## config.mk

```make
export PLATFORM = sky130hd
export DESIGN_NAME = gray_block_cmpr_encoder
export DESIGN_NICKNAME = d
export VERILOG_FILES = /design/src/design/gbce_pkg.sv /design/src/design/gbce_idx_sel.sv /design/src/design/gray_block_cmpr_encoder.sv
export VERILOG_INCLUDE_DIRS = /design/src /design/src/design
export SDC_FILE = /design/constraint.sdc
export NUM_CORES = 2
export LEC_CHECK = 0
export BUFFER_PORTS_ARGS = -buffer_cell sky130_fd_sc_hd__buf_2
export CORE_MARGIN = 2
export CORE_UTILIZATION = 60
export CTS_BUF_LIST = sky130_fd_sc_hd__clkbuf_4 sky130_fd_sc_hd__clkbuf_8
export CTS_CLUSTER_SIZE = 28
export DETAILED_ROUTE_END_ITERATION = 8
export PLACE_DENSITY_LB_ADDON = 0.2
export SYNTH_ARGS = -nofsm -noshare
export SYNTH_HDL_FRONTEND = slang
export SYNTH_HIERARCHICAL = 1
export SYNTH_SLANG_ARGS = --single-unit
```

## constraint.sdc

```tcl
create_clock -name clk -period 7.5 [get_ports clk]
set_clock_uncertainty 0.05 [all_clocks]
set_input_delay 0.75 -clock clk [delete_from_list [all_inputs] [get_ports clk]]
set_output_delay 0.75 -clock clk [all_outputs]
set_load 0.05 [all_outputs]
```

## src/design/gray_block_cmpr_encoder_defines.svh

```systemverilog
// Assertion macros for the grey block encoder top-level design file.
`ifndef GRAY_BLOCK_CMPR_ENCODER_DEFINES_SVH
`define GRAY_BLOCK_CMPR_ENCODER_DEFINES_SVH

// Same-cycle implication, checked on every rising clock edge outside reset.
`define GBCE_ASSERT_SAME(label, ante, cons, msg) \
	label: assert property (@(posedge clk) disable iff (!arst_n) (ante) |-> (cons)) \
		else $error(msg);

// Next-cycle implication, checked on every rising clock edge outside reset.
`define GBCE_ASSERT_NEXT(label, ante, cons, msg) \
	label: assert property (@(posedge clk) disable iff (!arst_n) (ante) |=> (cons)) \
		else $error(msg);

`endif

```

## src/design/gbce_pkg.sv

```systemverilog
// Types, constants and helper functions for the grey block encoder.
package gbce_pkg;

	localparam int NUM_PIX    = 16;
	localparam int HALF_PIX   = 8;
	localparam int PIX_W      = 8;
	localparam int NUM_GRP    = 4;
	localparam int NUM_PAL    = 4;
	localparam int IDX_W      = 2;
	localparam int EP_W       = 16;
	localparam int SUM_W      = PIX_W + 2;
	localparam int PROD_W     = 2 * SUM_W;
	// floor(x / 3) equals (x * 683) >> 11 for every x up to 3 * 255.
	localparam int DIV3_SHIFT = 11;
	localparam logic [SUM_W-1:0] DIV3_MUL  = SUM_W'(683);
	localparam logic [4:0]       BLUE_MAX  = 5'd31;

	typedef logic [PIX_W-1:0] pix_t;
	typedef logic [NUM_PAL-1:0][PIX_W-1:0] pal_t;
	typedef logic [IDX_W-1:0] idx_t;
	typedef logic [EP_W-1:0] ep_t;

	typedef struct packed {
		logic [63:0] pixels_first_half;
		logic [63:0] pixels_second_half;
	} blk_t;

	typedef struct packed {
		logic [15:0] endpoint_max;
		logic [15:0] endpoint_min;
		logic [31:0] index_word;
	} code_t;

	function automatic ep_t grey_to_565(input pix_t v);
		grey_to_565 = {v[7:3], v[7:2], v[7:3]};
	endfunction

	function automatic pix_t pix_min(input pix_t a, input pix_t b);
		pix_min = (a < b) ? a : b;
	endfunction

	function automatic pix_t pix_max(input pix_t a, input pix_t b);
		pix_max = (a > b) ? a : b;
	endfunction

endpackage

```

## src/design/gbce_idx_sel.sv

```systemverilog
// Nearest palette entry for one pixel; a tie keeps the lower index.
module gbce_idx_sel (
	input  gbce_pkg::pix_t px,
	input  gbce_pkg::pal_t pal,
	output gbce_pkg::idx_t idx
);

	gbce_pkg::pix_t diff [gbce_pkg::NUM_PAL];

	always_comb begin
		for (int k = 0; k < gbce_pkg::NUM_PAL; k++) begin
			diff[k] = (px > pal[k]) ? px - pal[k] : pal[k] - px;
		end
	end

	always_comb begin
		gbce_pkg::pix_t best_d;
		best_d = diff[0];
		idx    = '0;
		for (int k = 1; k < gbce_pkg::NUM_PAL; k++) begin
			if (diff[k] < best_d) begin
				best_d = diff[k];
				idx    = gbce_pkg::IDX_W'(k);
			end
		end
	end

endmodule

```

## src/design/gray_block_cmpr_encoder.sv

```systemverilog
// A block passes four pipeline stages, the last of them the output register.
// Throughput: one block per cycle while code_ready is high; a stalled code word
// holds and the stall spreads back through full stages only; nothing is lost.
// Reset: arst_n clears the valid bit of every stage at once; data registers
// are not reset.
`include "gray_block_cmpr_encoder_defines.svh"

module gray_block_cmpr_encoder (
	input  logic            clk,
	input  logic            arst_n,
	input  logic            pix_valid,
	output logic            pix_ready,
	input  gbce_pkg::blk_t  pix,
	output logic            code_valid,
	input  logic            code_ready,
	output gbce_pkg::code_t code
);

	// Stage enables.
	logic en_s1, en_s2, en_s3, en_s4;

	logic v_s1, v_s2, v_s3, v_s4;

	gbce_pkg::pix_t px_in  [gbce_pkg::NUM_PIX];
	gbce_pkg::pix_t gmin   [gbce_pkg::NUM_GRP];
	gbce_pkg::pix_t gmax   [gbce_pkg::NUM_GRP];

	gbce_pkg::pix_t px_s1  [gbce_pkg::NUM_PIX];
	gbce_pkg::pix_t gmin_s1[gbce_pkg::NUM_GRP];
	gbce_pkg::pix_t gmax_s1[gbce_pkg::NUM_GRP];

	gbce_pkg::pix_t px_s2  [gbce_pkg::NUM_PIX];
	gbce_pkg::pix_t hi_s2, lo_s2;
	gbce_pkg::pix_t hi_d, lo_d;

	gbce_pkg::pix_t px_s3  [gbce_pkg::NUM_PIX];
	gbce_pkg::ep_t  e0_s3, e1_s3;
	gbce_pkg::pal_t pal_s3;
	gbce_pkg::pix_t hi_s3, lo_s3;

	gbce_pkg::ep_t  e0_d, e1_d;
	gbce_pkg::ep_t  e0_raw, e1_raw;
	gbce_pkg::pal_t pal_d;
	logic [gbce_pkg::SUM_W-1:0]  sum_hi2, sum_lo2;
	logic [gbce_pkg::PROD_W-1:0] prod_hi2, prod_lo2;

	gbce_pkg::idx_t idx_d  [gbce_pkg::NUM_PIX];
	logic [31:0]    word_d;

	gbce_pkg::code_t code_s4;

	assign en_s4     = !v_s4 || code_ready;
	assign en_s3     = !v_s3 || en_s4;
	assign en_s2     = !v_s2 || en_s3;
	assign en_s1     = !v_s1 || en_s2;
	assign pix_ready = en_s1;

	// Unpack the block: pixel 0 sits in the top byte of the first half.
	always_comb begin
		for (int i = 0; i < gbce_pkg::HALF_PIX; i++) begin
			px_in[i] = pix.pixels_first_half[63 - gbce_pkg::PIX_W * i -: gbce_pkg::PIX_W];
			px_in[i + gbce_pkg::HALF_PIX] =
				pix.pixels_second_half[63 - gbce_pkg::PIX_W * i -: gbce_pkg::PIX_W];
		end
	end

	// First half of the min/max tree: one result per group of four pixels.
	always_comb begin
		for (int g = 0; g < gbce_pkg::NUM_GRP; g++) begin
			gmin[g] = gbce_pkg::pix_min(
				gbce_pkg::pix_min(px_in[4*g], px_in[4*g+1]),
				gbce_pkg::pix_min(px_in[4*g+2], px_in[4*g+3]));
			gmax[g] = gbce_pkg::pix_max(
				gbce_pkg::pix_max(px_in[4*g], px_in[4*g+1]),
				gbce_pkg::pix_max(px_in[4*g+2], px_in[4*g+3]));
		end
	end

	always_ff @(posedge clk or negedge arst_n) begin
		if (!arst_n) begin
			v_s1 <= 1'b0;
		end else if (en_s1) begin
			v_s1 <= pix_valid;
		end
	end

	always_ff @(posedge clk) begin
		if (en_s1 && pix_valid) begin
			px_s1   <= px_in;
			gmin_s1 <= gmin;
			gmax_s1 <= gmax;
		end
	end

	// Second half of the tree.
	assign lo_d = gbce_pkg::pix_min(gbce_pkg::pix_min(gmin_s1[0], gmin_s1[1]),
		gbce_pkg::pix_min(gmin_s1[2], gmin_s1[3]));
	assign hi_d = gbce_pkg::pix_max(gbce_pkg::pix_max(gmax_s1[0], gmax_s1[1]),
		gbce_pkg::pix_max(gmax_s1[2], gmax_s1[3]));

	always_ff @(posedge clk or negedge arst_n) begin
		if (!arst_n) begin
			v_s2 <= 1'b0;
		end else if (en_s2) begin
			v_s2 <= v_s1;
		end
	end

	always_ff @(posedge clk) begin
		if (en_s2 && v_s1) begin
			px_s2 <= px_s1;
			hi_s2 <= hi_d;
			lo_s2 <= lo_d;
		end
	end

	// Endpoints and palette. When the two endpoints collide on a block that is
	// not flat, bump blue of the first, or drop the second when blue is full.
	assign e0_raw = gbce_pkg::grey_to_565(hi_s2);
	assign e1_raw = gbce_pkg::grey_to_565(lo_s2);

	always_comb begin
		e0_d = e0_raw;
		e1_d = e1_raw;
		if (hi_s2 > lo_s2 && e0_raw == e1_raw) begin
			if (e0_raw[4:0] < gbce_pkg::BLUE_MAX) begin
				e0_d = e0_raw + gbce_pkg::EP_W'(1);
			end else begin
				e1_d = e1_raw - gbce_pkg::EP_W'(1);
			end
		end
	end

	assign sum_hi2  = {1'b0, hi_s2, 1'b0} + gbce_pkg::SUM_W'(lo_s2);
	assign sum_lo2  = {1'b0, lo_s2, 1'b0} + gbce_pkg::SUM_W'(hi_s2);
	assign prod_hi2 = gbce_pkg::PROD_W'(sum_hi2) * gbce_pkg::PROD_W'(gbce_pkg::DIV3_MUL);
	assign prod_lo2 = gbce_pkg::PROD_W'(sum_lo2) * gbce_pkg::PROD_W'(gbce_pkg::DIV3_MUL);

	assign pal_d[0] = hi_s2;
	assign pal_d[1] = lo_s2;
	assign pal_d[2] = prod_hi2[gbce_pkg::DIV3_SHIFT +: gbce_pkg::PIX_W];
	assign pal_d[3] = prod_lo2[gbce_pkg::DIV3_SHIFT +: gbce_pkg::PIX_W];

	always_ff @(posedge clk or negedge arst_n) begin
		if (!arst_n) begin
			v_s3 <= 1'b0;
		end else if (en_s3) begin
			v_s3 <= v_s2;
		end
	end

	always_ff @(posedge clk) begin
		if (en_s3 && v_s2) begin
			px_s3  <= px_s2;
			e0_s3  <= e0_d;
			e1_s3  <= e1_d;
			pal_s3 <= pal_d;
			hi_s3  <= hi_s2;
			lo_s3  <= lo_s2;
		end
	end

	// A flat block has four equal palette entries, so every pixel picks zero.
	for (genvar i = 0; i < gbce_pkg::NUM_PIX; i++) begin : g_idx
		gbce_idx_sel u_idx_sel (
			.px  (px_s3[i]),
			.pal (pal_s3),
			.idx (idx_d[i])
		);
		assign word_d[31 - gbce_pkg::IDX_W * i -: gbce_pkg::IDX_W] = idx_d[i];
	end

	always_ff @(posedge clk or negedge arst_n) begin
		if (!arst_n) begin
			v_s4 <= 1'b0;
		end else if (en_s4) begin
			v_s4 <= v_s3;
		end
	end

	always_ff @(posedge clk) begin
		if (en_s4 && v_s3) begin
			code_s4.endpoint_max <= e0_s3;
			code_s4.endpoint_min <= e1_s3;
			code_s4.index_word   <= word_d;
		end
	end

	assign code_valid = v_s4;
	assign code       = code_s4;

	`GBCE_ASSERT_SAME(a_order_ok, v_s3, hi_s3 >= lo_s3, "max below min in stage 3")
	`GBCE_ASSERT_SAME(a_ep_order, code_valid, code.endpoint_max >= code.endpoint_min,
		"endpoint order broken")
	`GBCE_ASSERT_SAME(a_ep_distinct, code_valid && code.index_word != 32'd0,
		code.endpoint_max != code.endpoint_min, "indices set with equal endpoints")
	`GBCE_ASSERT_SAME(a_ready_empty, !code_valid, pix_ready, "not ready with empty output")
	`GBCE_ASSERT_NEXT(a_adv_s2, v_s1 && en_s2, v_s2, "item lost between stage 1 and 2")

endmodule

```

==> impl_metrics.yaml <==
outcome:
  status: "complete, but fails checks"
  violations: "DRC, setup timing"
drt:
  drt-initial-drc-count: 5947
  antenna_left: 0
  via_count: 67300
  drc: 3
  wl_met3_microns: 21900
  wl_per_cell_microns: 23.4
  met2_length_microns: 112000
  drt-vias-per-instance: 6.20
  wirelength_microns: 254000
  top_layer: "met5"
  wl_met1_microns: 107000
  dr.pass1.iters: 7
final_layout:
  multi_input_area_sq_um: 58200
  nFillCells: 10300
  syn2layout_area_growth_pct: 14.5
  regArea_sq_um: 17900
  finalNetCount: 10900
  utilization_pct: 69.3
  drive_gt1_share_pct: 17.2
die:
  coreArea_sq_um: 132000
  die_x_microns: 369
  start_util_pct: 60.5
  dieArea_sq_um: 136000
  rows: 133
  die_h_microns: 369
  ios: 198
placement:
  port_buffers: 197
  dp_slack_ns: -0.0563
  gp_congestion: 0.985
  hpwl_microns: 189000
sta:
  fmax_mhz: 131
  finalCritPeriodShare_pct: 102
  min_period_ns: 7.63
  relSlewSlack_pct: 26.7
  maxSlewViolCount: 0
  hold_violations: 0
  setup_ws_ns: -0.130
  setup_violations: 5
  worst_pin_slew_ns: 1.10
  rsz0062_at_grt: "yes"
  hold_slack_ns: 0.0654
  tns_ns: -0.278
critical_path:
  crit_start: "pal_s3[0]"
  reg2reg_depth: 42
  cp_slowest_stage_delay_ns: 0.50
  crit_top_cell: "buf_6"
  reg2reg_slack_ns: -0.13
  cp_data_arrival_time_ns: 8.22
  r2r-end: "code[20]"
  cp-start-kind: "register"
  worstReg2RegStart: "pal_s3[0]"
  cpMaxStageDelayCell: "edfxtp_1"
  required_ns: 8.09
  crit_fanout: 6
  end_kind: "register"
  path_class: "register to register"
logic_synthesis:
  synth_edf_count: 592
  synth_top_area_share_pct: 24.6
  synthTopCellsByArea: "ha_1, edfxtp_1, mux2i_1"
  seq_area_frac_synth_pct: 22.4
  netlist_area_sq_um: 79800
  ys_seq_elements: 596
  async_reset_ff_share_pct: 0.671
  syn-num-nets: 10200
  ys_warn_count: 6
  netlist_instances: 8334
  synth_cell_types: 105
  syn_avg_cell_area_sq_um: 9.57
  synth-main-ff-cell: "edfxtp_1"
  yosys.area.top_type: "ha_1"
global_routing:
  grt_max_degree: 142
  grt_pass1_vias: 64600
  grt_util_all_layers_pct: 35.5
  antenna_found_initial: 22
  grt_pass1_wl_microns: 374000
  grt_overflow_total: 0
clock_tree:
  clkTransAtPathRegs_ns: 0.07
  cts_buffer_depth: 3
  cts.sinks: 596
  clock_latency_ns: 0.90
  cts_tree: "done"
  root_buffer: "clkbuf_8"
  cts_buffers: 109
  h-tree-depth: 3
job:
  drv_cap: 0
worst_hold_path:
  min_path_type: "primary input to register"
  min_to: "px_s1[79]"
  hold_start: "pix[79]"
  holdPathStages: 1
## state kept, by name, summed over array words and instances, names as in the netlist
register and count:
code 64, code_valid 1, e0_s3 16, e1_s3 16, gmax_s1 32, gmin_s1 32, hi_s2 8, lo_s2 8
pal_s3 32, px_s1 128, px_s2 128, px_s3 128, v_s1 1, v_s2 1, v_s3 1
## cells in the final DEF (no fill, tap or decap), types with 128 or more instances in the layout
cell         n
a211oi_1   128
a21o_1     374
a21oi_1    516
buf_2      197
buf_4      401
edfxtp_1   592
fa_1       141
ha_1      1526
inv_1     1349
mux2i_1    606
nand2_1    243
nand3_1    131
nand4_1    156
nor2_1     251
o21ai_0    231
xnor2_1    267
## repair_timing
item                       in CTS  in global routing
pin swaps                       2                121
setup endpoints to repair       8                 32
buffers inserted                2                158
cloned                          0                  8
gates resized for setup         6                357
hold endpoints to repair        5                  0
hold buffers                    2                  0
## synth_stat cells, types with 29 or more instances
cell type and number:
a211oi_1 144, nand2_1 242, a31oi_1 30, clkbuf_1 34, buf_2 43, fa_1 169
o21ai_1 40, xnor2_1 285, xor2_1 114, o21bai_1 96, a21o_1 374, o21ai_0 263
nor2b_1 99, nand4_1 156, o22ai_1 43, and4_1 29, o211ai_1 31, ha_1 1570
a221o_1 36, inv_1 1364, edfxtp_1 592, nand3_1 154, o21a_1 71, nand2b_1 67
mux2_2 116, nor2_1 282, a21oi_1 555, mux2i_1 677
## per-stage QoR
stage          area, sq um  cells
2_1_floorplan        80600   8334
3_3_place_gp         85700  10500
3_5_place_dp         85700  10500
4_1_cts              88400  10700
5_1_grt              91300  10800
6_report             91400  10900
## worst max-delay path, delay by kind of cell, from the launching register on
family,cells,cell delay (ns)
buffers and inverters,11,1.11
and+or+nand+nor,8,0.91
muxes,3,0.91
adders and majority gates,5,1.25
DFF,1,0.50
AOI/OAI and AO/OA,15,2.62
## layer usage
metal	vias to the layer above	global-route usage, %
met5	-	0
met4	14	16.3
met3	632	5.74
met2	2899	55.9
met1	32400	47.9
li1	31300	-
## logic make-up (layout without fill, tap and decap cells)
group                    count (synthesis)  in the layout  synth area share (%)
flip-flops                             596            596                  22.4
AND/OR/NAND/NOR                       1208           1209                  7.89
adder cells (fa/ha/maj)               1757           1757                  29.1
other                                    0             15                     0
XOR/XNOR                               413            413                  4.67
buffers and inverters                 1488           2241                  7.37
AO/OA/AOI/OAI                         2030           2032                  17.6
multiplexers                           842            842                  11.0
## final cells by class
class                           instances  share of cell area, %
Multi-Input combinational cell       6253                   63.7
Sequential cell                       596                   19.6
Timing Repair Buffer                  680                   5.81
Inverter                             1364                   5.61
Tap cell                             1755                   2.40
Clock buffer                          127                   1.80
Clock inverter                         70                   1.03
Antenna cell                           15                 0.0411
## how the worst max path moves through the flow
stage / cells past startpoint / endpoint / slack [ns]
floorplan: 35 / code[20] / -0.06
global placement: 33 / code[11] / 0.08
detailed placement: 37 / code[28] / -0.06
CTS: 35 / code[28] / -0.006
global route: 41 / code[20] / -0.45
finish: 42 / code[20] / -0.13
Power is not shown: default switching activity piles up to over one toggle a cycle in this logic, so the estimate is an artifact.
